## config.mk

```make
export PLATFORM = sky130hd
export DESIGN_NAME = rbf_csr
export DESIGN_NICKNAME = d
export VERILOG_FILES = /design/src/rbf_pkg.sv /design/src/rbf_csr.sv
export SDC_FILE = /design/constraint.sdc
export NUM_CORES = 1
export LEC_CHECK = 0
export ABC_AREA = 0
export BUFFER_PORTS_ARGS = -buffer_cell sky130_fd_sc_hd__buf_2
export CAP_MARGIN = 25
export CORE_ASPECT_RATIO = 2
export CORE_UTILIZATION = 29
export CTS_CLUSTER_DIAMETER = 200
export DETAILED_ROUTE_END_ITERATION = 7
export MAX_ROUTING_LAYER = met4
export PLACE_DENSITY_LB_ADDON = 0.08
export SETUP_SLACK_MARGIN = 0.4
export SLEW_MARGIN = 40
export SYNTH_ARGS = -nofsm -noshare
export SYNTH_HDL_FRONTEND = slang
export SYNTH_SLANG_ARGS = --single-unit
```

## constraint.sdc

```tcl
create_clock -name clock -period 2.8 [get_ports clock]
set_input_delay 0.56 -clock clock [delete_from_list [all_inputs] [get_ports clock]]
set_output_delay 0.56 -clock clock [all_outputs]
set_load 0.02 [all_outputs]
```

## src/rbf_pkg.sv

```systemverilog
// shared types, request and status codes for the ring buffer fifo
`timescale 1ns / 1ps

package rbf_pkg;

   // fixed field widths
   localparam int CNT_W      = 11;
   localparam int ELEM_W     = 32;
   localparam int REQ_W      = 3;
   localparam int STAT_W     = 2;
   localparam int CSR_DATA_W = 32;
   localparam int CSR_ADDR_W = 3;

   // command queue between front and back
   localparam int QUEUE_DEPTH = 4;
   localparam int QPTR_W      = 2;

   // register indexes
   localparam logic [CSR_ADDR_W-3:0] REG_CAPACITY = 1'b0;

   // request codes
   localparam logic [REQ_W-1:0] REQ_ENQ        = 3'd0;
   localparam logic [REQ_W-1:0] REQ_DEQ        = 3'd1;
   localparam logic [REQ_W-1:0] REQ_PUSH_IDX   = 3'd2;
   localparam logic [REQ_W-1:0] REQ_POP_IDX    = 3'd3;
   localparam logic [REQ_W-1:0] REQ_PEEK_FRONT = 3'd4;
   localparam logic [REQ_W-1:0] REQ_PEEK_BACK  = 3'd5;

   // status codes
   localparam logic [STAT_W-1:0] ST_OK    = 2'd0;
   localparam logic [STAT_W-1:0] ST_FULL  = 2'd1;
   localparam logic [STAT_W-1:0] ST_EMPTY = 2'd2;
   localparam logic [STAT_W-1:0] ST_BURST = 2'd3;

   // classified command as it sits in the queue
   typedef struct packed {
      logic [REQ_W-1:0]  op;
      logic [CNT_W-1:0]  count;
      logic [ELEM_W-1:0] data;
      logic              burst_bad;
      logic              zero_count;
   } cmd_type;

   // configuration seen by the back end
   typedef struct packed {
      logic [CNT_W-1:0] capacity;
      logic             clear;
   } cfg_type;

   // one result beat
   typedef struct packed {
      logic              valid;
      logic [STAT_W-1:0] status;
      logic [ELEM_W-1:0] elem;
      logic              last;
      logic [CNT_W-1:0]  occupancy;
      logic              is_empty;
      logic              is_full;
   } rsp_type;

endpackage

```

## src/rbf_csr.sv

```systemverilog
// capacity register with apb-style write and read access
`timescale 1ns / 1ps

module rbf_csr import rbf_pkg::*; #(
   parameter int DEPTH = 1024
) (
   input  logic                  clock,
   input  logic                  reset,
   input  logic                  psel,
   input  logic                  penable,
   input  logic                  pwrite,
   input  logic [CSR_ADDR_W-1:0] paddr,
   input  logic [CSR_DATA_W-1:0] pwdata,
   output logic [CSR_DATA_W-1:0] prdata,
   output logic                  pready,
   output cfg_type               cfg
);

   localparam int CAP_RST = (DEPTH < 1024) ? DEPTH : 1024;

   logic [CNT_W-1:0] raw_ff, raw_in;
   logic [CNT_W-1:0] cap_ff, cap_in;
   logic [CNT_W-1:0] wr_raw;
   logic             wr_cap;

   assign pready = 1'b1;
   assign wr_raw = pwdata[CNT_W-1:0];
   assign wr_cap = psel && penable && pwrite
                   && (paddr[CSR_ADDR_W-1:2] == REG_CAPACITY);

   // clamp to the range of usable slots
   always_comb begin
      raw_in = raw_ff;
      cap_in = cap_ff;
      if (wr_cap) begin
         raw_in = wr_raw;
         if (wr_raw == '0) begin
            cap_in = CNT_W'(1);
         end else if (32'(wr_raw) > DEPTH) begin
            cap_in = CNT_W'(DEPTH);
         end else begin
            cap_in = wr_raw;
         end
      end
   end

   always_ff @(posedge clock) begin
      if (reset) begin
         raw_ff <= CNT_W'(1024);
         cap_ff <= CNT_W'(CAP_RST);
      end else begin
         raw_ff <= raw_in;
         cap_ff <= cap_in;
      end
   end

   // readback
   always_comb begin
      prdata = '0;
      if (paddr[CSR_ADDR_W-1:2] == REG_CAPACITY) begin
         prdata = CSR_DATA_W'(raw_ff);
      end
   end

   assign cfg.capacity = cap_ff;
   assign cfg.clear    = wr_cap;

endmodule

```

==> key figures, run 1 <==
Global route
  – First-pass GRT wire length: 3781 um
  – GRT Util Overall: 0.1327
  – GRT overflow: 0
  – Initial antenna violation count: 0
  – Number of global-route vias before repair: 828
  – Largest net degree at the start of global routing: 20

STA
  – WHS: ~0.44 ns
  – Fin crit period: 1.980 ns
  – Slew Limit Fails: 0
  – Max Freq: approximately 510 MHz
  – Clock Skews: 0 ns
  – Setup TNS: 0 ns
  – Setup violators final: 0
  – Final Hold Viols: 0
  – Unrepaired setup endpoints after global routing: no
  – Tcrit/Tclk final: 0.7071

Job
  – # Max-Cap Violations: 0

Die
  – Starting Density: 0.3019
  – Die width: 45.10 um
  – Die area: 3977 sq um
  – IO Count: 85
  – Die Ht: ~90 um
  – Site Rows: 31
  – Core area: 3568 sq um

Drt
  – Via Count: 881
  – Residual DRC: 0
  – Routed vias/inst: 4.175
  – Post-route ant nets: 0
  – Drt wl/cell: 11.39 um
  – WL final: approximately 2400 um
  – Initial DRC Count: 25
  – Drt pass-1 iters: 4

Final layout
  – Area of the multi-input gates: roughly 500 sq um
  – Layout Nets: approximately 200
  – FILL cells: 440
  – Layout cells sized above 1: 0.3272
  – Storage element area: 440.4 sq um
  – Diodes inserted: 0
  – Layout area overhead: 16.26%

Critical path
  – Critical path's slowest cell: nand4b_4
  – Kind of critical path: in -> out
  – Reg2Reg Depth: 1
  – Critical Path Sink: cfg[0]
  – Crit path launch: paddr[2]
  – Crit path top cell by count: buf_2
  – Critical Path, Cell by Cell: buf_2, nand4b_4, inv_4, buf_2
  – Crit-path max cell delay: 0.39 ns
  – Critical Path Source Type: primary input
  – Reg2Reg Launch Point: cap_ff[6]
  – Critical Path Stages: 4
  – Crit path capture type: output port
  – Reg2reg setup slack: between 2 and 2.5 ns
  – Crit path DAT: 1.42 ns
  – Worst path required time: between 2 and 2.5 ns
  – Crit Path Max Fanout: 19
  – Buf/Inv on CP: 3
  – FF-to-FF End: cap_ff[6]
  – Critical path's top delay family: buffers and inverters

Clocking
  – Clock transition at path regs: 0.07 ns
  – Post-CTS Setup Bufs: 0
  – Later-pin clock latency in the skew report: around 0.25 ns
  – Max Root-Sink Buffers: 2
  – CTS Hold Bufs: 0
  – CTS buffer count: 3
  – Num Clock Sinks: 22
  – Post-cts resize count: 0
  – Root buf cell: clkbuf_8
  – H-tree level count: 1
  – TritonCTS clock tree: yes

Yosys
  – Synth Register Bits: 22
  – Mapped Cells: 127
  – Syn. warnings: 0
  – Synth Flop Type: dfxtp_1
  – Ys async rst share: 0
  – Post-synth EDFFs: 0
  – Seq/Total Area, Yosys: 0.4088
  – Post-Synthesis Cell Area: 1077 sq um
  – Syn Area/Cell: 8.483 sq um
  – Synth cell types: 19

Min path
  – Worst min-delay path class: reg -> reg
  – Hold Crit Start: raw_ff[10]
  – WHS Path Cells: 2

Placement
  – GPL Wtd Cong: 0.7173
  – Hpwl dp: 1883 um
  – Port buffer count: 39

Power and ir drop
  – P_leak: 0.5806 nW
  – PD cells: 476.3 nW/um^2
  – Maximum VDD drop: 324.8 uV

Outcome
  – Status: completed
-- layout by cell type (no fill, tap or decap) --
cell type  netlist  layout
inv_4            1       1
nand2_1         29      29
a31o_2           1       1
conb_1           2      22
a21oi_2          6       6
nor2_2           1       1
nor4_1           2       2
nor2b_1         11      11
buf_4           23       1
dfxtp_1         22      22
buf_2            2      39
nand4b_4         1       1
nand3_1          5       5
a21oi_1         10      10
a32o_1           5       5
clkinv_1         1       1
nor2_1           2       2
clkbuf_8         0       3
-- cell families (layout without fill, tap and decap cells) --
logic type             Yosys count  count (layout)  synth area share
AOI/OAI and AO/OA               22              22            0.1498
buffers and inverters           30              45            0.1998
DFF                             22              22            0.4088
other                            2              22          0.006971
and+or+nand+nor                 51              51            0.2346
-- per-layer routing --
metal,vias to the layer above,global-route usage,wire (um)
li1,446,-,-
met3,2,0.01856,90
met1,405,0.1481,913
met2,28,0.2292,1374
met4,0,0.04959,25
met5,-,-,0
-- metrics by stage --
| stage | util | setup WS, ns | instances | instance area, sq um | total power, mW |
|---|---|---|---|---|---|
| after floorplan | - | 1.074 | 147 | 1152 | 0.4108 |
| after global placement | 0.3394 | 0.8073 | 208 | 1211 | 0.4137 |
| after detailed placement | 0.3394 | 0.7972 | 208 | 1211 | 0.4143 |
| after CTS | 0.3510 | 0.7970 | 211 | 1252 | 0.6057 |
| after global routing | 0.3510 | 0.7269 | 211 | 1252 | 0.6279 |
| final | 0.3510 | 0.8201 | 211 | 1252 | 0.5965 |
-- where the power goes --
| group | switching (mW) | total [mW] | internal [mW] |
|---|---|---|---|
| Combinational | 0.0648 | 0.0860 | 0.0212 |
| Clock | 0.0938 | 0.190 | 0.0958 |
| Sequential | 0.00251 | 0.321 | 0.318 |
-- sequential cells by signal (all words and copies together) (netlist names) --
| name | flops |
|---|---|
| raw_ff | 11 |
| cap_ff | 11 |
-- cells in the mapped netlist (2+ instances only) --
library cell,instances,area share
a21oi_1,10,0.046
a21oi_2,6,0.049
a32o_1,5,0.046
buf_2,2,0.0093
buf_4,23,0.16
clkbuf_1,2,0.0070
conb_1,2,0.0070
dfxtp_1,22,0.41
nand2_1,29,0.10
nand3_1,5,0.023
nor2_1,2,0.0070
nor2b_1,11,0.064
nor4_1,2,0.012
-- area by class of cell --
| type | count | share of cell area |
|---|---|---|
| Multi-Input combinational cell | 95 | 0.3966 |
| Sequential cell | 22 | 0.3516 |
| Timing Repair Buffer | 40 | 0.1618 |
| Tap cell | 49 | 0.04895 |
| Clock buffer | 3 | 0.03297 |
| Inverter | 2 | 0.007992 |
-- how the worst min path moves through the flow --
stage	slack, ns	to
global placement	0.43	cap_ff[10]
detailed placement	0.43	raw_ff[10]
CTS	0.44	raw_ff[10]
floorplan	0.42	raw_ff[10]
global route	0.47	cap_ff[9]
finish	0.44	raw_ff[10]
Note: power is estimated with default switching activity, not from simulation.
==> run 2, diff against run 1 <==
- clock period: 2.8 -> 2 ns (I/O delays scaled with it)
==> key figures, run 2 (synthesis results as in run 1) <==
Outcome
  – Status: completed (unchanged)

Final layout
  – Layout area overhead: 17.19% (was 16.26%)
  – Diodes inserted: 0 (unchanged)
  – Most common cell after layout, fill and taps aside: buf_2 (unchanged)
  – Leading cell types in the layout, fill and taps excluded: buf_2, nand2_1, conb_1, dfxtp_1, nor2b_1 (unchanged)
  – Final Util: 0.3538 (was 0.3510)
  – Top flop regs: cap_ff x11, raw_ff x11 (unchanged)
  – FILL cells: 406 (was 440)
  – Layout cells sized above 1: 0.3313 (was 0.3272)
  – Layout Nets: 205 (was 204)

Global route
  – First-pass GRT wire length: 3636 um (was 3781 um)
  – Largest net degree at the start of global routing: 19 (was 20)
  – Initial antenna violation count: 0 (unchanged)
  – GRT Util Overall: 0.1302 (was 0.1327)
  – GRT overflow: 0 (unchanged)
  – Number of global-route vias before repair: 775 (was 828)

STA
  – Setup TNS: 0 ns (unchanged)
  – Max Freq: around 650 MHz
  – Setup violators final: 0 (unchanged)
  – Final Hold Viols: 0 (unchanged)
  – Unrepaired setup endpoints after global routing: no (unchanged)
  – Slew Limit Fails: 0 (unchanged)
  – Tcrit/Tclk final: 0.7636
  – Fin crit period: 1.527 ns
  – Clock Skews: 0 ns (unchanged)

Die
  – Starting Density: 0.3019 (unchanged)
  – Site Rows: 31 (unchanged)
  – Die width: 45.10 um (unchanged)
  – Core area: 3568 sq um (unchanged)
  – IO Count: 85 (unchanged)
  – Die area: 3977 sq um (unchanged)
  – Die Ht: 88.20 um (unchanged)

Placement
  – Port buffer count: 39 (unchanged)
  – Hpwl dp: 1883 um (about the same)
  – GPL Wtd Cong: 0.6933 (was 0.7173)

Critical path
  – Crit path capture type: output port (unchanged)
  – Crit path top cell by count: buf_2 (unchanged)
  – Crit Path Max Fanout: 18 (was 19)
  – Critical Path Source Type: primary input (unchanged)
  – Crit-path max cell delay: 0.22 ns (was 0.39 ns)
  – Kind of critical path: in -> out (unchanged)
  – Crit path DAT: 1.13 ns (was 1.42 ns)
  – Worst path required time: 1.60 ns (was 2.24 ns)
  – Critical Path, Cell by Cell: buf_2, nand4b_4, inv_6, buf_2 (was buf_2, nand4b_4, inv_4, buf_2)
  – Critical path's slowest cell: nand4b_4 (unchanged)

Drt
  – Post-route ant nets: 0 (unchanged)
  – Initial DRC Count: 14 (was 25)
  – WL final: 2358 um (was 2403 um)
  – Drt pass-1 iters: 4 (unchanged)
  – Drt wl/cell: 11.12 um (was 11.39 um)
  – Residual DRC: 0 (unchanged)
  – Via Count: 867 (was 881)
  – Routed vias/inst: 4.090 (was 4.175)

Power and ir drop
  – P_leak: 0.5833 nW (was 0.5806 nW)
  – PD cells: 659.8 nW/um^2 (was 476.3 nW/um^2)
  – Maximum VDD drop: 352.8 uV (was 324.8 uV)

Clocking
  – H-tree level count: 1 (unchanged)
  – Max Root-Sink Buffers: 2 (unchanged)
  – Post-CTS Setup Bufs: 0 (unchanged)
  – Root buf cell: clkbuf_8 (unchanged)
  – Clock transition at path regs: 0.07 ns (about the same)
  – TritonCTS clock tree: yes (unchanged)
  – Num Clock Sinks: 22 (unchanged)
  – Later-pin clock latency in the skew report: 0.25 ns (about the same)
  – CTS buffer count: 3 (unchanged)

Min path
  – Worst min-delay path class: in -> reg (was reg -> reg)

Job
  – # Max-Cap Violations: 0 (unchanged)
[run 2: changes by cell type in the layout (fill, tap and decap cells not counted), sizes merged]
cell / previous run / this run
buf: 40 / 41
[run 2: routing by layer]
| metal | global-route usage | part of all wire | routed length [um] | vias to the layer above |
|---|---|---|---|---|
| met4 | 0.05785 | 0.011 | 25 | 0 |
| met1 | 0.1343 | 0.36 | 857 | 391 |
| met5 | - | 0 | 0 | - |
| met3 | 0.01856 | 0.047 | 110 | 2 |
| li1 | - | - | - | 444 |
| met2 | 0.2319 | 0.58 | 1364 | 30 |
[run 2: what timing repair did]
item,in CTS,in global routing
setup endpoints to repair,0,1
hold endpoints to repair,0,0
hold buffers,0,0
gates resized for setup,0,1
[run 2: metrics by stage]
step                      hold slack, ns  instance area, sq um  power (mW)  setup WS (ns)  std cells
after global routing              0.3931                  1262      0.8796         0.4141        212
after floorplan                   0.4150                  1152      0.5751         0.5939        147
final                             0.3929                  1262      0.8330         0.4729        212
after CTS                         0.3851                  1260      0.8491         0.4302        212
after global placement            0.4304                  1219      0.5807         0.4316        209
after detailed placement          0.4343                  1219      0.5811         0.4314        209
[run 2: final cells by class]
class / instances / area (sq um) / share of cell area
clock buffers: 3 / 41.29 / 0.03271
well taps: 49 / 61.31 / 0.04856
flip-flops and latches: 22 / 440.4 / 0.3489
inverters: 2 / 12.51 / 0.009911
multi-input cells: 95 / 496.7 / 0.3935
repair buffers: 41 / 210.2 / 0.1665
[run 2: power by group]
| group | internal [mW] | switching [mW] |
|---|---|---|
| Sequential | 0.446 | 0.00340 |
| Clock | 0.134 | 0.128 |
| Combinational | 0.0311 | 0.0905 |
| Total | 0.611 | 0.222 |
[run 2: final timing paths]
path              startpoint    endpoint  slack (ns)  cells past startpoint
setup / recovery    paddr[2]      cfg[0]        0.47                      4
hold / removal    pwdata[10]  cap_ff[10]        0.39                      3
setup reg to reg   cap_ff[4]   cap_ff[4]        1.37                      1
hold reg to reg   cap_ff[10]  cap_ff[10]        0.44                      2
[run 2: critical path: cells and delay by family]
| kind | cells | cell delay (ns) |
|---|---|---|
| AND/OR/NAND/NOR | 1 | 0.22 |
| buffers and inverters | 3 | 0.51 |
==> run 3, diff against run 2 <==
- clock period: 2 -> 1.48 ns (I/O delays scaled with it)
==> key figures, run 3 (synthesis results as in run 1) <==
Critical path
  – Critical Path, Cell by Cell: nor2b_4, buf_6 (was buf_2, nand4b_4, inv_6, buf_2)
  – Critical Path Source Type: flip-flop (was primary input)
  – Reg2reg setup slack: 0.82 ns (was 1.37 ns)
  – Crit path DAT: 0.86 ns (was 1.13 ns)
  – Kind of critical path: reg -> out (was in -> out)
  – Worst path required time: 1.18 ns (was 1.60 ns)
  – Critical path's slowest cell: dfxtp_2 (was nand4b_4)
  – Crit path capture type: output port (unchanged)
  – Crit-path max cell delay: 0.34 ns (was 0.22 ns)
  – Crit Path Max Fanout: 2 (was 18)

Final layout
  – Design area: 1514 sq um (was 1262 sq um)
  – Final Util: 0.4243 (was 0.3538)
  – Layout Nets: 209 (was 205)
  – Top flop regs: cap_ff x11, raw_ff x11 (unchanged)
  – Layout area overhead: 40.53% (was 17.19%)
  – Most common cell after layout, fill and taps aside: nand2_1 (was buf_2)
  – Leading cell types in the layout, fill and taps excluded: nand2_1, conb_1, dfxtp_2 (was buf_2, nand2_1, conb_1, dfxtp_1, nor2b_1)
  – Diodes inserted: 0 (unchanged)
  – Layout cells sized above 1: 0.5119 (was 0.3313)

STA
  – Unrepaired setup endpoints after global routing: yes (was no)
  – Final worst slack: 0.3264 ns (was 0.4729 ns)
  – WHS: 0.2800 ns (was 0.3929 ns)
  – Max Freq: between 800 and 900 MHz
  – Clock Skews: 0 ns (unchanged)
  – Slew Limit Fails: 0 (unchanged)
  – Setup violators final: 0 (unchanged)
  – Setup TNS: 0 ns (unchanged)
  – Tcrit/Tclk final: 0.7795
  – Final Hold Viols: 0 (unchanged)
  – Fin crit period: 1.154 ns

Die
  – Die area: 3977 sq um (unchanged)
  – Die Ht: 88.20 um (unchanged)
  – Die width: 45.10 um (unchanged)
  – Starting Density: 0.3019 (unchanged)
  – Site Rows: 31 (unchanged)
  – IO Count: 85 (unchanged)
  – Core area: 3568 sq um (unchanged)

Clocking
  – CTS Hold Bufs: 0 (unchanged)
  – Num Clock Sinks: 22 (unchanged)
  – Root buf cell: clkbuf_8 (unchanged)
  – CTS buffer count: 3 (unchanged)
  – Clock transition at path regs: 0.08 ns (was 0.07 ns)
  – TritonCTS clock tree: yes (unchanged)
  – H-tree level count: 1 (unchanged)
  – Max Root-Sink Buffers: 2 (unchanged)
  – Later-pin clock latency in the skew report: 0.27 ns (was 0.25 ns)

Placement
  – Dpl cell area: 1251 sq um (was 1219 sq um)
  – DP Worst Slack: 0.2160 ns (was 0.4314 ns)
  – Port buffer count: 39 (unchanged)
  – Hpwl dp: 1839 um (was 1883 um)
  – GPL Wtd Cong: 0.6959 (was 0.6933)

Power and ir drop
  – Maximum VDD drop: 444.0 uV (was 352.8 uV)
  – Sw power: 0.3413 mW (was 0.2220 mW)
  – PD cells: 821.2 nW/um^2 (was 659.8 nW/um^2)
  – P_leak: 0.6368 nW (was 0.5833 nW)
  – Combinational share of power: 0.156 (was 0.146)
  – Clk pwr share: 0.354 (was 0.315)
  – Sw Ratio: 0.2745 (was 0.2665)
  – Internal: 0.9020 mW (was 0.6110 mW)
  – Sequential share of power: 0.490 (was 0.539)

Global route
  – Number of global-route vias before repair: 834 (was 775)
  – GRT overflow: 0 (unchanged)
  – Busiest grt layer: met2 (unchanged)
  – Met2 Resource Use GR: 0.2332 (was 0.2319)
  – Largest net degree at the start of global routing: 19 (unchanged)
  – Initial antenna violation count: 0 (unchanged)
  – GRT Util Overall: 0.1421 (was 0.1302)
  – Met1 Usage GRT: 0.1553 (was 0.1343)
  – First-pass GRT wire length: 3960 um (was 3636 um)
  – GR Util met3: 0.02268 (was 0.01856)

Drt
  – Via Count: 922 (was 867)
  – WL final: 2536 um (was 2358 um)
  – Routed vias/inst: 4.249 (was 4.090)
  – Initial DRC Count: 22 (was 14)
  – Drt wl/cell: 11.69 um (was 11.12 um)
  – Drt pass-1 iters: 4 (unchanged)
  – Residual DRC: 0 (unchanged)
  – Post-route ant nets: 0 (unchanged)

Min path
  – Worst min-delay path class: in -> reg (unchanged)

Outcome
  – Status: completed (unchanged)

Job
  – # Max-Cap Violations: 0 (unchanged)
-- run 3: cell count changes in the layout (fill, tap and decap cells not counted) --
cell,before,now
buf_2,39,16
dfxtp_1,22,5
dfxtp_2,0,17
buf_6,0,15
buf_4,2,14
nor2b_1,11,1
nor2b_4,0,9
clkbuf_8,3,4
inv_6,1,0
inv_8,0,1
nor2b_2,0,1
-- run 3: worst paths after layout --
| path | cells past startpoint | endpoint | start |
|---|---|---|---|
| min | 3 | cap_ff[10] | pwdata[10] |
| max reg2reg | 3 | raw_ff[7] | raw_ff[7] |
| max | 2 | prdata[9] | raw_ff[9] |
| min reg2reg | 2 | raw_ff[10] | raw_ff[10] |
-- run 3: through the flow --
| stage | power (mW) | instances |
|---|---|---|
| 5_1_grt | 1.303 | 217 |
| 4_1_cts | 1.253 | 215 |
| 3_3_place_gp | 0.7905 | 210 |
| 3_5_place_dp | 0.7914 | 210 |
| 2_1_floorplan | 0.7816 | 147 |
| 6_report | 1.243 | 217 |
-- run 3: timing repair --
action	in CTS	in global routing
gates resized for setup	46	19
setup buffers	1	2
endpoints found under the setup margin	14	27
gates cloned	0	0
-- run 3: power by group through the flow --
stage                     combinational (mW)  sequential, mW  clock (mW)
after CTS                              0.187           0.609       0.457
final                                  0.194           0.609       0.441
after global placement                 0.170           0.621           0
after global routing                   0.209           0.611       0.483
after detailed placement               0.170           0.621           0
after floorplan                        0.156           0.626           0
-- run 3: area by class of cell --
class / count / area, sq um
Multi-Input combinational cell: 95 / 566.8
Sequential cell: 22 / 461.7
Timing Repair Buffer: 45 / 354.1
Clock buffer: 4 / 55.05
Fill cell: 392 / 2054
Tap cell: 49 / 61.31
Inverter: 2 / 15.01
-- run 3: worst max-delay path, delay by kind of cell, from the launching register on --
family	cells	cell delay, ns
buffers and inverters	1	0.12
AND/OR/NAND/NOR	1	0.13
flip-flops	1	0.34
-- run 3: metal layers --
metal | vias up | wire [um]
met5 | - | 0
met4 | 0 | 63
met3 | 5 | 120
met2 | 36 | 1338
met1 | 425 | 1014
li1 | 456 | -
