**src/rbf_pkg.sv**
```systemverilog
// shared types, request and status codes for the ring buffer fifo
`timescale 1ns / 1ps

package rbf_pkg;

   // fixed field widths
   localparam int CNT_W      = 11;
   localparam int ELEM_W     = 32;
   localparam int REQ_W      = 3;
   localparam int STAT_W     = 2;
   localparam int CSR_DATA_W = 32;
   localparam int CSR_ADDR_W = 3;

   // command queue between front and back
   localparam int QUEUE_DEPTH = 4;
   localparam int QPTR_W      = 2;

   // register indexes
   localparam logic [CSR_ADDR_W-3:0] REG_CAPACITY = 1'b0;

   // request codes
   localparam logic [REQ_W-1:0] REQ_ENQ        = 3'd0;
   localparam logic [REQ_W-1:0] REQ_DEQ        = 3'd1;
   localparam logic [REQ_W-1:0] REQ_PUSH_IDX   = 3'd2;
   localparam logic [REQ_W-1:0] REQ_POP_IDX    = 3'd3;
   localparam logic [REQ_W-1:0] REQ_PEEK_FRONT = 3'd4;
   localparam logic [REQ_W-1:0] REQ_PEEK_BACK  = 3'd5;

   // status codes
   localparam logic [STAT_W-1:0] ST_OK    = 2'd0;
   localparam logic [STAT_W-1:0] ST_FULL  = 2'd1;
   localparam logic [STAT_W-1:0] ST_EMPTY = 2'd2;
   localparam logic [STAT_W-1:0] ST_BURST = 2'd3;

   // classified command as it sits in the queue
   typedef struct packed {
      logic [REQ_W-1:0]  op;
      logic [CNT_W-1:0]  count;
      logic [ELEM_W-1:0] data;
      logic              burst_bad;
      logic              zero_count;
   } cmd_type;

   // configuration seen by the back end
   typedef struct packed {
      logic [CNT_W-1:0] capacity;
      logic             clear;
   } cfg_type;

   // one result beat
   typedef struct packed {
      logic              valid;
      logic [STAT_W-1:0] status;
      logic [ELEM_W-1:0] elem;
      logic              last;
      logic [CNT_W-1:0]  occupancy;
      logic              is_empty;
      logic              is_full;
   } rsp_type;

endpackage

```
**src/rbf_front.sv**
```systemverilog
// request intake: classifies each request and queues it for the back end
`timescale 1ns / 1ps

module rbf_front import rbf_pkg::*; #(
   parameter int MAX_BURST = 64
) (
   input  logic              clock,
   input  logic              reset,
   input  logic              start,
   input  logic [REQ_W-1:0]  req_type,
   input  logic [CNT_W-1:0]  req_elem_count,
   input  logic [ELEM_W-1:0] req_elem_in,
   input  logic              clearing,
   input  logic              pop,
   output logic              busy,
   output logic              q_empty,
   output cmd_type           cmd
);

   cmd_type           q_ff [QUEUE_DEPTH];
   logic [QPTR_W-1:0] wr_ptr_ff, wr_ptr_in;
   logic [QPTR_W-1:0] rd_ptr_ff, rd_ptr_in;
   logic [QPTR_W:0]   cnt_ff, cnt_in;
   logic              accept;
   cmd_type           new_cmd;

   assign busy    = (cnt_ff == (QPTR_W+1)'(QUEUE_DEPTH)) || clearing;
   assign accept  = start && !busy;
   assign q_empty = (cnt_ff == '0);
   assign cmd     = q_ff[rd_ptr_ff];

   // classify the request on the way in
   always_comb begin
      new_cmd.op         = req_type;
      new_cmd.count      = req_elem_count;
      new_cmd.data       = req_elem_in;
      new_cmd.burst_bad  = (req_elem_count > CNT_W'(MAX_BURST));
      new_cmd.zero_count = (req_elem_count == '0);
   end

   // pointer and fill count
   always_comb begin
      wr_ptr_in = accept ? wr_ptr_ff + 1'b1 : wr_ptr_ff;
      rd_ptr_in = pop ? rd_ptr_ff + 1'b1 : rd_ptr_ff;
      cnt_in    = cnt_ff;
      if (accept && !pop) begin
         cnt_in = cnt_ff + 1'b1;
      end else if (pop && !accept) begin
         cnt_in = cnt_ff - 1'b1;
      end
   end

   always_ff @(posedge clock) begin
      if (reset) begin
         wr_ptr_ff <= '0;
         rd_ptr_ff <= '0;
         cnt_ff    <= '0;
      end else begin
         wr_ptr_ff <= wr_ptr_in;
         rd_ptr_ff <= rd_ptr_in;
         cnt_ff    <= cnt_in;
      end
   end

   // queue storage
   always_ff @(posedge clock) begin
      if (accept) begin
         q_ff[wr_ptr_ff] <= new_cmd;
      end
   end

   // fill count stays within the queue
   assert property (@(posedge clock) disable iff (reset)
      cnt_ff <= (QPTR_W+1)'(QUEUE_DEPTH))
      else $error("command queue overfilled");

   // an accepted beat leaves the queue non-empty
   assert property (@(posedge clock) disable iff (reset)
      accept |=> !q_empty)
      else $error("accepted beat lost from queue");

endmodule

```
**config.mk**
```make
export PLATFORM = sky130hd
export DESIGN_NAME = rbf_front
export DESIGN_NICKNAME = d
export VERILOG_FILES = /design/src/rbf_pkg.sv /design/src/rbf_front.sv
export SDC_FILE = /design/constraint.sdc
export NUM_CORES = 1
export LEC_CHECK = 0
export ABC_CLOCK_PERIOD_IN_PS = 2600
export BUFFER_PORTS_ARGS = -buffer_cell sky130_fd_sc_hd__buf_2
export CAP_MARGIN = 15
export CORE_MARGIN = 3
export CORE_UTILIZATION = 57
export CTS_CLUSTER_DIAMETER = 50
export DETAILED_ROUTE_END_ITERATION = 12
export GPL_TIMING_DRIVEN = 0
export PLACE_DENSITY = 0.79
export SLEW_MARGIN = 20
export SYNTH_ARGS = -nofsm -noshare
export SYNTH_HDL_FRONTEND = slang
export SYNTH_SLANG_ARGS = --single-unit
```
**constraint.sdc**
```tcl
create_clock -name clock -period 2.6 [get_ports clock]
set_input_delay 0.39 -clock clock [delete_from_list [all_inputs] [get_ports clock]]
set_output_delay 0.39 -clock clock [all_outputs]
set_load 0.01 [all_outputs]
```
==> results of run 1 <==
## final cells by class
type,count,share of cell area (%)
clock inverter,6,0.3711
multi-input combinational,90,15.91
antenna,1,0.02855
timing repair buffer,103,6.651
buffer,11,0.8564
clock buffer,26,5.724
sequential,201,67.83
tap,172,2.455
inverter,4,0.1713
## cells by family (layout without fill, tap and decap cells)
family	count (synthesis)	count (layout)	synth area share [%]
adder cells (fa/ha/maj)	6	6	1.113
AO/OA/AOI/OAI	5	5	0.4215
flip-flops	201	201	80.12
other	0	1	0
multiplexers	51	51	14.99
buffers and inverters	15	150	1.214
AND/OR/NAND/NOR	24	24	1.669
XOR/XNOR	4	4	0.4722
## power groups by stage
stage	Clock [µW]	Sequential, µW	Combinational (µW)
2_1_floorplan	0	3760	409
3_3_place_gp	0	3770	649
3_5_place_dp	0	3770	684
4_1_cts	2440	3700	688
5_1_grt	2580	3710	732
6_report	2380	3700	670
## stage by stage
step / area [µm²] / hold WS, ns / setup TNS (ns)
floorplan: 7421 / 0.4820 / 0
global route: 8763 / 0.1229 / 0
global placement: 8132 / 0.4919 / -154.25
CTS: 8763 / 0.1231 / 0
finish: 8766 / 0.1330 / 0
detailed placement: 8229 / 0.5258 / 0
## state kept, by name, summed over array words and instances (netlist names), named ones only
| signal | count |
|---|---|
| rd_ptr_ff | 2 |
| cnt_ff | 3 |
| wr_ptr_ff | 2 |
| q_ff | 192 |
## final timing paths
check,startpoint,to,cells past startpoint
worst max-delay path,flop,cmd[28],4
worst min-delay path,req_elem_in[22],q_ff[1][24]$_DFFE_PP_,1
worst max register to register,cnt_ff[0]$_SDFFE_PP0P_,cnt_ff[2]$_SDFFE_PP0P_,8
worst min register to register,wr_ptr_ff[1]$_SDFFE_PP0P_,wr_ptr_ff[1]$_SDFFE_PP0P_,2
## cells in the mapped netlist (2+ instances only)
cell	number	area, µm²
edfxtp_1	192	5766
mux4_2	48	1081
dfxtp_1	9	180.2
nor2_1	9	33.78
ha_1	5	62.56
and2_1	4	25.02
inv_1	4	15.01
buf_2	3	15.01
buf_6	3	33.78
clkbuf_1	3	11.26
nand2b_1	3	18.77
xor2_1	3	26.28
a21oi_1	2	10.01
buf_4	2	15.01
mux2i_1	2	20.02
nor3_1	2	10.01
nor4_1	2	12.51
## layer usage
layer / vias up / GRT usage [%]
met3: 17 / 3.582
li1: 1535 / -
met2: 116 / 29.96
met4: 0 / 4.223
met5: - / 0
met1: 1759 / 23.33
## worst max-delay path: stages, from the launching register on
cell and delay (ns):
dfxtp_1 0.38, buf_6 0.21, buf_6 0.21, mux4_2 0.53, buf_2 0.16
==> results.txt, run 1 <==
- Max-cap viol count: 0
- Total of hold buffers inserted after clock tree synthesis: 0
* Routed wire length: 12.09 mm
* Count of unresolved DRC violations after routing: 0
- Global-route wire length before repair: 19.24 mm
- Proportion of synthesized chip area in sequential cells: 80.12%
- Die height: between 100 and 150 µm
* Leak pwr: 0.002968 µW
- Largest fanout of any net on the critical path: 10
- Total chip power: 6746 µW
- Post-Route M1 WL: about 4.8 mm
- The highest layer touched by signal routing is met4.
* Setup repair after global routing missed its margin: no
* Pwr/cell area: slightly below 800 nW/µm²
* Setup slack, reg-to-reg: 0.28 ns
* Pre-CTS WS: 0.2298 ns
* Sequential power share: 54.8%
- Input and output buffers added on the ports amount to 99.
* Number of levels the H-tree was split into: 1
- Post CTS Setup Buffer Count: 0
- DRC marker count from the first detailed-route iteration: around 230
* Mean number of vias per cell: between 5 and 6
- Number of gates resized after cts: 0
* FF+latch area: 5946 µm²
- Area of the multi-input gates: ~1400 µm²
- The die covers 14420 µm².
* Share of layout cells above drive strength 1: between 40% and 50%
- Dividing the detail-routed wire length by the instance count gives 19.70 µm.
- Compared with the post-synthesis result, the final layout area differs by 18.13%.
- Share of power burned in the clock network: 35.2%
* Max Clock Skew: 0.01389 ns
* Clock latency on the worst-skew pair: ~0.47 ns
- The region available for standard cell placement spans 12670 µm².
* EDFF count, synth: 192
- Width of the die: 120.1 µm
* Share of flip-flops with an asynchronous set or reset after synthesis: 0%
* Critical path arrival: 1.95 ns
* Fill cell instance count of the final layout: approximately 840
* Top-level port count: 101
- Yosys mapped the design onto 27 distinct sky130hd cell types.
- Worst EP required: 2.21 ns
- The flow ran to the end, and the final reports show no timing, DRC or antenna violations.
- After synthesis, the mean cell area works out to 24.25 µm².
- Final Non-Filler Cells: around 610
- Yosys printed 0 warnings.
- Derived from the worst setup path, the maximum achievable clock frequency is 427.1 MHz.
- Combinational logic is responsible for about a tenth of the overall power.
- The final layout contains between 400 and 500 nets.
- In the synthesized netlist the dominant register cell turns out to be edfxtp_1.
* Max clock buf depth: 3
- Global routing used ~17% of the available tracks across all layers.
- Routed length on met3: 867 µm
- Post-layout util: 69.18%
* Clock tree from TritonCTS: built
* Final Wtd Congestion: a little over 0.7
- In the layout the commonest cells are edfxtp_1, buf_2, mux4_2.
- STA classifies the critical path endpoint as a primary output.
* Starting utilization of the core area: 58.57%
* Transition time of the tightest slew-check pin: 0.6922 ns
* TritonCTS sink count: around 200
* Via count: 3427
- Area of the mapped netlist: 7421 µm²
- The worst pin sits at a relative slew slack of 53.85%.
- Type of the worst min-delay path: in2reg
- Final ANT Viol Nets: 0
- Detailed placement ended at an HPWL of about 7.5 mm.
- The number of antenna violations at the first check in global routing is 0.
- Detailed route wirelength on metal2: about 6.3 mm
* Most common cell after layout, fill and taps aside: edfxtp_1
- NetSw: 1411 µW
* Final setup violating endpoints: 0
* Row count: 41
- First-pass detailed-route iteration total: 4
* Largest net degree at the start of global routing: 38
- Max Transition Viols Final: 0
- Clock-pin slew reported for the worst setup and hold paths after clock tree synthesis: 0.06 ns
* Setup WS post-layout: 0.2587 ns
- Synthesis handed over a netlist of 306 instances.
- The number of global-route vias before repair is between 3000 and 4000.
- Counting flops and latches in the post-synthesis netlist gives 201.
* Sum of overflow across all layers after global routing: 0
- P_int: 5336 µW
- The worst-case IR drop observed on VDD is 0.5152 mV.
- Type of the worst setup path: reg2out
* Inserted Clock Buffers: 19
- Net switching is 20.91% of the power.
- CTS root buf: clkbuf_16
- The worst setup path is launched from a flop.
- Number of nets in the synthesized netlist: ~360
- The number of hold violations in the final report was 0.
* Cell count after placement: roughly 580
* Time the worst path needs with I/O delays and setup: 2.341 ns
- Period utilisation layout: around nine tenths
(Power assumes the default switching activity.)
==> inputs of run 2 (changes only) <==
PLACE_DENSITY = not set   (was 0.79)
PLACE_DENSITY_LB_ADDON = 0.2   (was not set)
==> run 2 against run 1 <==
Net effect: sequential share of layout area decreased by 0.79 points; worst hold slack got worse by 0.0032 ns; flip-flop and latch count unchanged; via count rose by 0.29%; clock skew down 0.0020 ns; sequential power barely moved; final cell count is 0.49% higher; critical path type unchanged; highest routed layer unchanged.
==> results.txt, run 2 (synthesized netlist as in run 1, its figures left out) <==
- The number of global-route vias before repair is 3728 (+2.7%).
- Number of antenna repair diodes: 0 (-1)
- Antenna violations before repair: 0 (unchanged)
* Starting utilization of the core area: 58.57% (unchanged)
- TritonCTS built the clock tree.
- Sum of overflow across all layers after global routing: 0 (unchanged)
- The floorplan die height came to 120.1 µm (unchanged).
* Total of hold buffers inserted after clock tree synthesis: 0 (unchanged)
* Most common cell after layout, fill and taps aside: edfxtp_1
- Post CTS Setup Buffer Count: 0 (unchanged)
* Max Transition Viols Final: 0 (unchanged)
* Largest fanout of any net on the critical path: 10 (unchanged)
- The sum of routed wire length over all layers was 12.61 mm (+4.3%).
* Net count reported at finish: 488 (+0.21%)
- The initial DRC count was 270 (+15%).
* Time the worst path needs with I/O delays and setup: 2.351 ns (+0.01005 ns)
* Critical path arrival: 1.96 ns (about the same)
- The total via count in the routed design is 3437 (+0.29%).
- The run finished with clean final reports.
- Number of levels the H-tree was split into: 1 (unchanged)
- Period utilisation layout: 90.44% (+0.39 points)
- The top-level I/O count came to 101 (unchanged).
- The CTS buffer count came to 20 (+1).
- The die boundary width was 120.1 µm (unchanged).
- The post-detailed-placement half-perimeter wirelength was 7.696 mm (+2.9%).
* Average wire length per cell after detail routing: 20.44 µm (+3.8%)
- The slack of the worst reg-to-reg path came to 0.33 ns (+0.05 ns).
- Pwr/cell area: 796.2 nW/µm² (+3.5%)
* Worst setup path end: cmd[40]
- The core area came to 12670 µm² (unchanged).
* Number of gates resized after cts: 0 (unchanged)
- Leak pwr: 0.003019 µW (+1.7%)
- Row count: 41 (unchanged)
- The clock latency of the later-clocked register in the worst-skew pair is 0.47 ns (about the same).
* Worst reg2reg path endpoint: cnt_ff[2]$_SDFFE_PP0P_
- The count of input and output buffers is 99 (unchanged).
* Worst reg2reg path depth: 8 (unchanged)
* Cell count after placement: 581 (unchanged)
- The final setup skew was 0.01190 ns (-0.001989 ns).
- Setup repair after global routing left no endpoint under its margin.
- Worst path slowest cell: mux4_2
* Max-cap viol count: 0 (unchanged)
- The pin count of the biggest net entering global routing is 40 (+5.3%).
- Kind of launch point of the worst setup path: flop
- Count of unresolved DRC violations after routing: 0 (unchanged)
- Cell seen most often among critical-path stages: buf_6
- Final Wtd Congestion: 0.6950 (-3.3%)
- Final setup violating endpoints: 0 (unchanged)
* Area enclosed by the die boundary: 14420 µm² (unchanged)
- The worst slew margin relative to its limit was 56.55% (+2.7 points).
- The upper clock frequency limit came to 425.3 MHz (-0.43%).
* Worst vdd rail ir drop: 0.6499 mV (+26%)
* CTS root buf: clkbuf_16
- Register with the most flip-flops: q_ff
- In the final layout, the registers with the most flip-flops are q_ff (192), cnt_ff (3).
* TritonCTS sink count: 201 (unchanged)
- Share of layout cells above drive strength 1: 43.60% (+0.74 points)
- Reg-to-Reg Start: cnt_ff[0]$_SDFFE_PP0P_
- The number of standard cells in the final layout excluding fillers came to 617 (+0.49%).
- Crit path cell chain: buf_6 > buf_6 > mux4_2 > buf_2
- Final ANT Viol Nets: 0 (unchanged)
* Transition time of the tightest slew-check pin: 0.6517 ns (-0.04056 ns)
- The data required time of the worst path was 2.21 ns (about the same).
* Mean number of vias per cell: 5.571 (-0.20%)
- Type of the worst min-delay path: in2reg
* CP Capture Type: primary output
- Leading cell types in the layout, fill and taps excluded: edfxtp_1, buf_2, mux4_2
* Highest cell delay on the worst timing path: 0.54 ns (about the same)
- The area growth from synthesis to layout is 19.52%.
- Global-route wire length before repair: 20.00 mm (+3.9%)
- Total track usage: 18.04% (+0.60 points)
- Final-report hold violation count: 0 (unchanged)
- The clock-pin transition on the worst setup and hold timing paths came to 0.06 ns (about the same).
- The first-pass iteration count of the detailed router was 4 (unchanged).
- Max clock buf depth: 3 (unchanged)
* Minimum hold slack: 0.1298 ns (-0.003242 ns)
- The worst setup path is of the reg2out kind.
- Largest register FFs: 192 (unchanged)
[run 2: cell count changes in the layout (fill, tap and decap cells not counted), sizes merged]
cell,previous run,this run
clkbuf,29,25
diode,1,0
bufinv,0,1
clkinv,5,11
clkinvlp,0,1
[run 2: worst min-delay path by stage]
stage / start / end / slack [ns] / cells past startpoint
global placement: wr_ptr_ff[1]$_SDFFE_PP0P_ / wr_ptr_ff[1]$_SDFFE_PP0P_ / 0.50 / 2
finish: req_elem_in[13] / q_ff[3][15]$_DFFE_PP_ / 0.13 / 1
global route: req_elem_in[19] / q_ff[2][21]$_DFFE_PP_ / 0.12 / 1
CTS: req_elem_in[13] / q_ff[3][15]$_DFFE_PP_ / 0.11 / 1
detailed placement: wr_ptr_ff[1]$_SDFFE_PP0P_ / wr_ptr_ff[1]$_SDFFE_PP0P_ / 0.52 / 2
floorplan: wr_ptr_ff[1]$_SDFFE_PP0P_ / wr_ptr_ff[1]$_SDFFE_PP0P_ / 0.48 / 2
[run 2: area by class of cell]
| cell class | instances | area [µm²] |
|---|---|---|
| inverter | 4 | 15.01 |
| clock inverter | 14 | 96.34 |
| multi-input combinational | 90 | 1395 |
| fill | 801 | 3801 |
| buffer | 11 | 75.07 |
| timing repair buffer | 103 | 598.1 |
| sequential | 201 | 5946 |
| clock buffer | 22 | 529.3 |
| tap | 172 | 215.2 |
[run 2: layer usage]
layer	GRT usage [%]	routed length (µm)	vias up
met5	0	0	-
met4	3.436	140	0
met3	4.430	865	13
met2	31.02	6496	100
met1	24.00	5108	1784
li1	-	-	1540
[run 2: worst max-delay path, delay by kind of cell, from the launching register on]
family	cells	cell delay, ns
buffers and inverters	3	0.58
multiplexers	1	0.54
flip-flops	1	0.37
[run 2: report_power, final]
part / leakage (µW) / switching [µW] / internal [µW]
clock: 0.000309 / 1120 / 1570
combinational: 0.000895 / 345 / 322
sequential: 0.00182 / 39.8 / 3660
total: 0.00302 / 1510 / 5550
[run 2: stage by stage]
stage / worst slack, ns / utilization (%) / total power (µW) / TNS (ns) / instance area, µm²
6_report: 0.2486 / 70.00 / 7062 / 0 / 8870
5_1_grt: 0.08041 / 70.00 / 7316 / 0 / 8870
4_1_cts: 0.2005 / 70.00 / 7142 / 0 / 8870
3_5_place_dp: 0.2383 / 65.06 / 4450 / 0 / 8244
3_3_place_gp: -0.8124 / 64.18 / 4421 / -154.34 / 8132
2_1_floorplan: 0.2457 / - / 4171 / 0 / 7421
==> inputs of run 3 (changes only) <==
BUFFER_PORTS_ARGS = -buffer_cell sky130_fd_sc_hd__buf_4   (was -buffer_cell sky130_fd_sc_hd__buf_2)
CORE_UTILIZATION = 35   (was 57)
==> run 3 against run 2 <==
Net effect: clock skew shrank 0.0031 ns; design area grew 4.4%; critical path depth is the same; register-to-register slack is essentially flat; final cell count grew 17%; worst setup slack lost 0.026 ns; clock power grew 4%; flip-flop and latch count is the same; sequential share of layout area shrank 2.9 points; utilization shrank 25 points; via count shrank 0.47%; total power grew 2.9%; critical endpoint unchanged; largest cell class unchanged; largest power group unchanged.
==> results.txt, run 3 (synthesized netlist as in run 1, its figures left out) <==
- Walking the worst path, the cells encountered are buf_2 > buf_2 > mux4_2 > buf_4.
- Peak Freq: 420.6 MHz (-1.1%)
* Transition time of the tightest slew-check pin: 0.6954 ns (+0.04369 ns)
- Worst path slowest cell: mux4_2
* Portion of total power attributed to combinational logic: 10.5% (+1.1 points)
- Net count reported at finish: 491 (+0.61%)
- The core area came to 20560 µm² (+62%).
- The number of inserted diodes was 0 (unchanged).
* Final-report hold violation count: 0 (unchanged)
* Max Transition Viols Final: 0 (unchanged)
- Status: complete, no violations
- Mean number of vias per cell: 4.758 (-15%)
- Counting flops per register, the top entry is q_ff.
* Share of power burned in the clock network: 38.6% (+0.5 points)
- The count of endpoints failing setup in the final report came to 0 (unchanged).
* Net switching share of the total power: 21.21% (-0.16 points)
* Max clock buf depth: 3 (unchanged)
- The top-level I/O count was 101 (unchanged).
- Compared with the post-synthesis result, the final layout area differs by 24.84%.
- The weighted congestion at the end of routability-driven global placement is 0.6590 (-5.2%).
* Kind of launch point of the worst setup path: flop
- The least setup slack across all paths after layout is 0.2224 ns (-0.02621 ns).
- Inserted Clock Buffers: 23 (+15%)
* Period utilisation layout: 91.45% (+1.0 points)
- The worst slew margin relative to its limit was 53.64% (-2.9 points).
- The overall power after layout was 7266 µW (+2.9%).
- Average wire length per cell after detail routing: 18.92 µm (-7.4%)
* Count of unresolved DRC violations after routing: 0 (unchanged)
* Largest fanout of any net on the critical path: 10 (unchanged)
- CTS root buf: clkbuf_16
- The final setup skew is 0.008752 ns (-0.003146 ns).
- The number of setup buffers added after CTS was 0 (unchanged).
* Width of the die: 151.6 µm (+26%)
- Clock tree from TritonCTS: built
- TritonCTS sink count: 201 (unchanged)
- Area enclosed by the die boundary: 22990 µm² (+59%)
- Share of layout cells above drive strength 1: 42.98% (-0.61 points)
- The largest registers in the layout are q_ff (192), cnt_ff (3).
* Number of global-route vias before repair: 3785 (+1.5%)
- The initial cell density of the core came to 36.09% (-22 points).
- The count of input and output buffers was 99 (unchanged).
- Die height: 151.6 µm (+26%)
- Row count: 52 (+27%)
* NetSw: 1541 µW (+2.1%)
- The global-route usage over all layers is 12.21% (-5.8 points).
* Pwr/cell area: 784.3 nW/µm² (-1.5%)
- Fill cell instance count of the final layout: 1799 (+120%)
- Largest register FFs: 192 (unchanged)
- The number of gates resized after cts is 0 (unchanged).
- The largest vdd supply drop was 0.4783 mV (-26%).
- The post-detailed-placement half-perimeter wirelength is 8.399 mm (+9.1%).
- P_int: 5725 µW (+3.1%)
* Global-route wire length before repair: 21.09 mm (+5.4%)
- Clock-pin slew reported for the worst setup and hold paths after clock tree synthesis: 0.06 ns (about the same)
- Worst EP required: 2.21 ns (about the same)
- Clock latency on the worst-skew pair: 0.49 ns (+0.02 ns)
- The final antenna-violating net count is 0 (unchanged).
* Sum of overflow across all layers after global routing: 0 (unchanged)
* Leak pwr: 0.003111 µW (+3.0%)
- The pin count of the biggest net entering global routing came to 40 (unchanged).
- DRC marker count from the first detailed-route iteration: 147 (-46%)
- The post-cts hold buffer count is 0 (unchanged).
* Number of levels the H-tree was split into: 1 (unchanged)
- The number of maximum-capacitance constraint violations was 0 (unchanged).
- CP Capture Type: primary output
* Pre-CTS WS: 0.2305 ns (-0.007800 ns)
- The first-pass iteration count of the detailed router is 4 (unchanged).
- The minimum clock period after layout was 2.378 ns (+0.02621 ns).
- The sum of routed wire length over all layers is 13.61 mm (+7.9%).
- Highest cell delay on the worst timing path: 0.36 ns (-0.18 ns)
- The cell that appears most often on the critical path is buf_2.
- The arrival time at the worst endpoint came to 1.99 ns (+0.03 ns).
* Type of the worst min-delay path: in2reg
* Leading cell types in the layout, fill and taps excluded: edfxtp_1, buf_4, mux4_2
- The number of antenna violations at the first check in global routing is 0 (unchanged).
- Setup repair after global routing missed its margin: no
* Type of the worst setup path: reg2out
- The relative contribution of sequential cells to total power is 50.9% (-1.5 points).
- The total via count in the routed design came to 3421 (-0.47%).
- Most common cell after layout, fill and taps aside: edfxtp_1
==> run 3: changes by cell type in the layout (fill, tap and decap cells not counted), sizes merged <==
cell | before | now
clkbuf | 25 | 35
bufinv | 1 | 0
clkinv | 11 | 5
inv | 5 | 6
==> run 3: layout make-up <==
class	instances	area [µm²]	share of cell area (%)
Multi-Input combinational cell	90	1395	15.06
Timing Repair Buffer	103	830.8	8.968
Inverter	4	15.01	0.1621
Tap cell	270	337.8	3.647
Sequential cell	201	5946	64.18
Clock buffer	32	619.3	6.686
Buffer	11	75.07	0.8104
Clock inverter	8	45.04	0.4862
==> run 3: critical path, delay by kind of cell, from the launching register on <==
family | cells | cell delay, ns
buffers and inverters | 3 | 0.78
DFF | 1 | 0.35
muxes | 1 | 0.36
==> run 3: through the flow <==
stage	TNS (ns)	instances	utilization, %	cell area (µm²)	hold slack (ns)
3_3_place_gp	-190.86	675	41.35	8502	0.4948
3_5_place_dp	0	679	41.83	8600	0.5168
6_report	0	719	45.06	9264	0.09989
5_1_grt	0	719	45.06	9264	0.07349
2_1_floorplan	0	306	-	7421	0.4820
4_1_cts	0	719	45.06	9264	0.07221
==> run 3: power groups by stage <==
stage               clock network [µW]  registers [µW]  logic, µW
finish                            2800            3700        761
global route                      3050            3710        836
CTS                               2910            3700        788
detailed placement                   0            3770        787
global placement                     0            3770        759
floorplan                            0            3760        409
==> run 3: path summary, 6_finish.rpt <==
check | slack [ns] | end | depth (start not counted) | startpoint
setup reg to reg | 0.34 | cnt_ff[2]$_SDFFE_PP0P_ | 8 | cnt_ff[0]$_SDFFE_PP0P_
hold reg to reg | 0.53 | wr_ptr_ff[1]$_SDFFE_PP0P_ | 2 | wr_ptr_ff[1]$_SDFFE_PP0P_
setup / recovery | 0.22 | cmd[40] | 4 | flop
hold / removal | 0.1 | q_ff[2][21]$_DFFE_PP_ | 1 | req_elem_in[19]
==> run 3: routing by layer <==
metal | GRT usage, % | wire length [µm]
met5 | 0 | 0
met3 | 3.123 | 894
met2 | 21.80 | 7040
met4 | 3.639 | 359
met1 | 14.58 | 5312
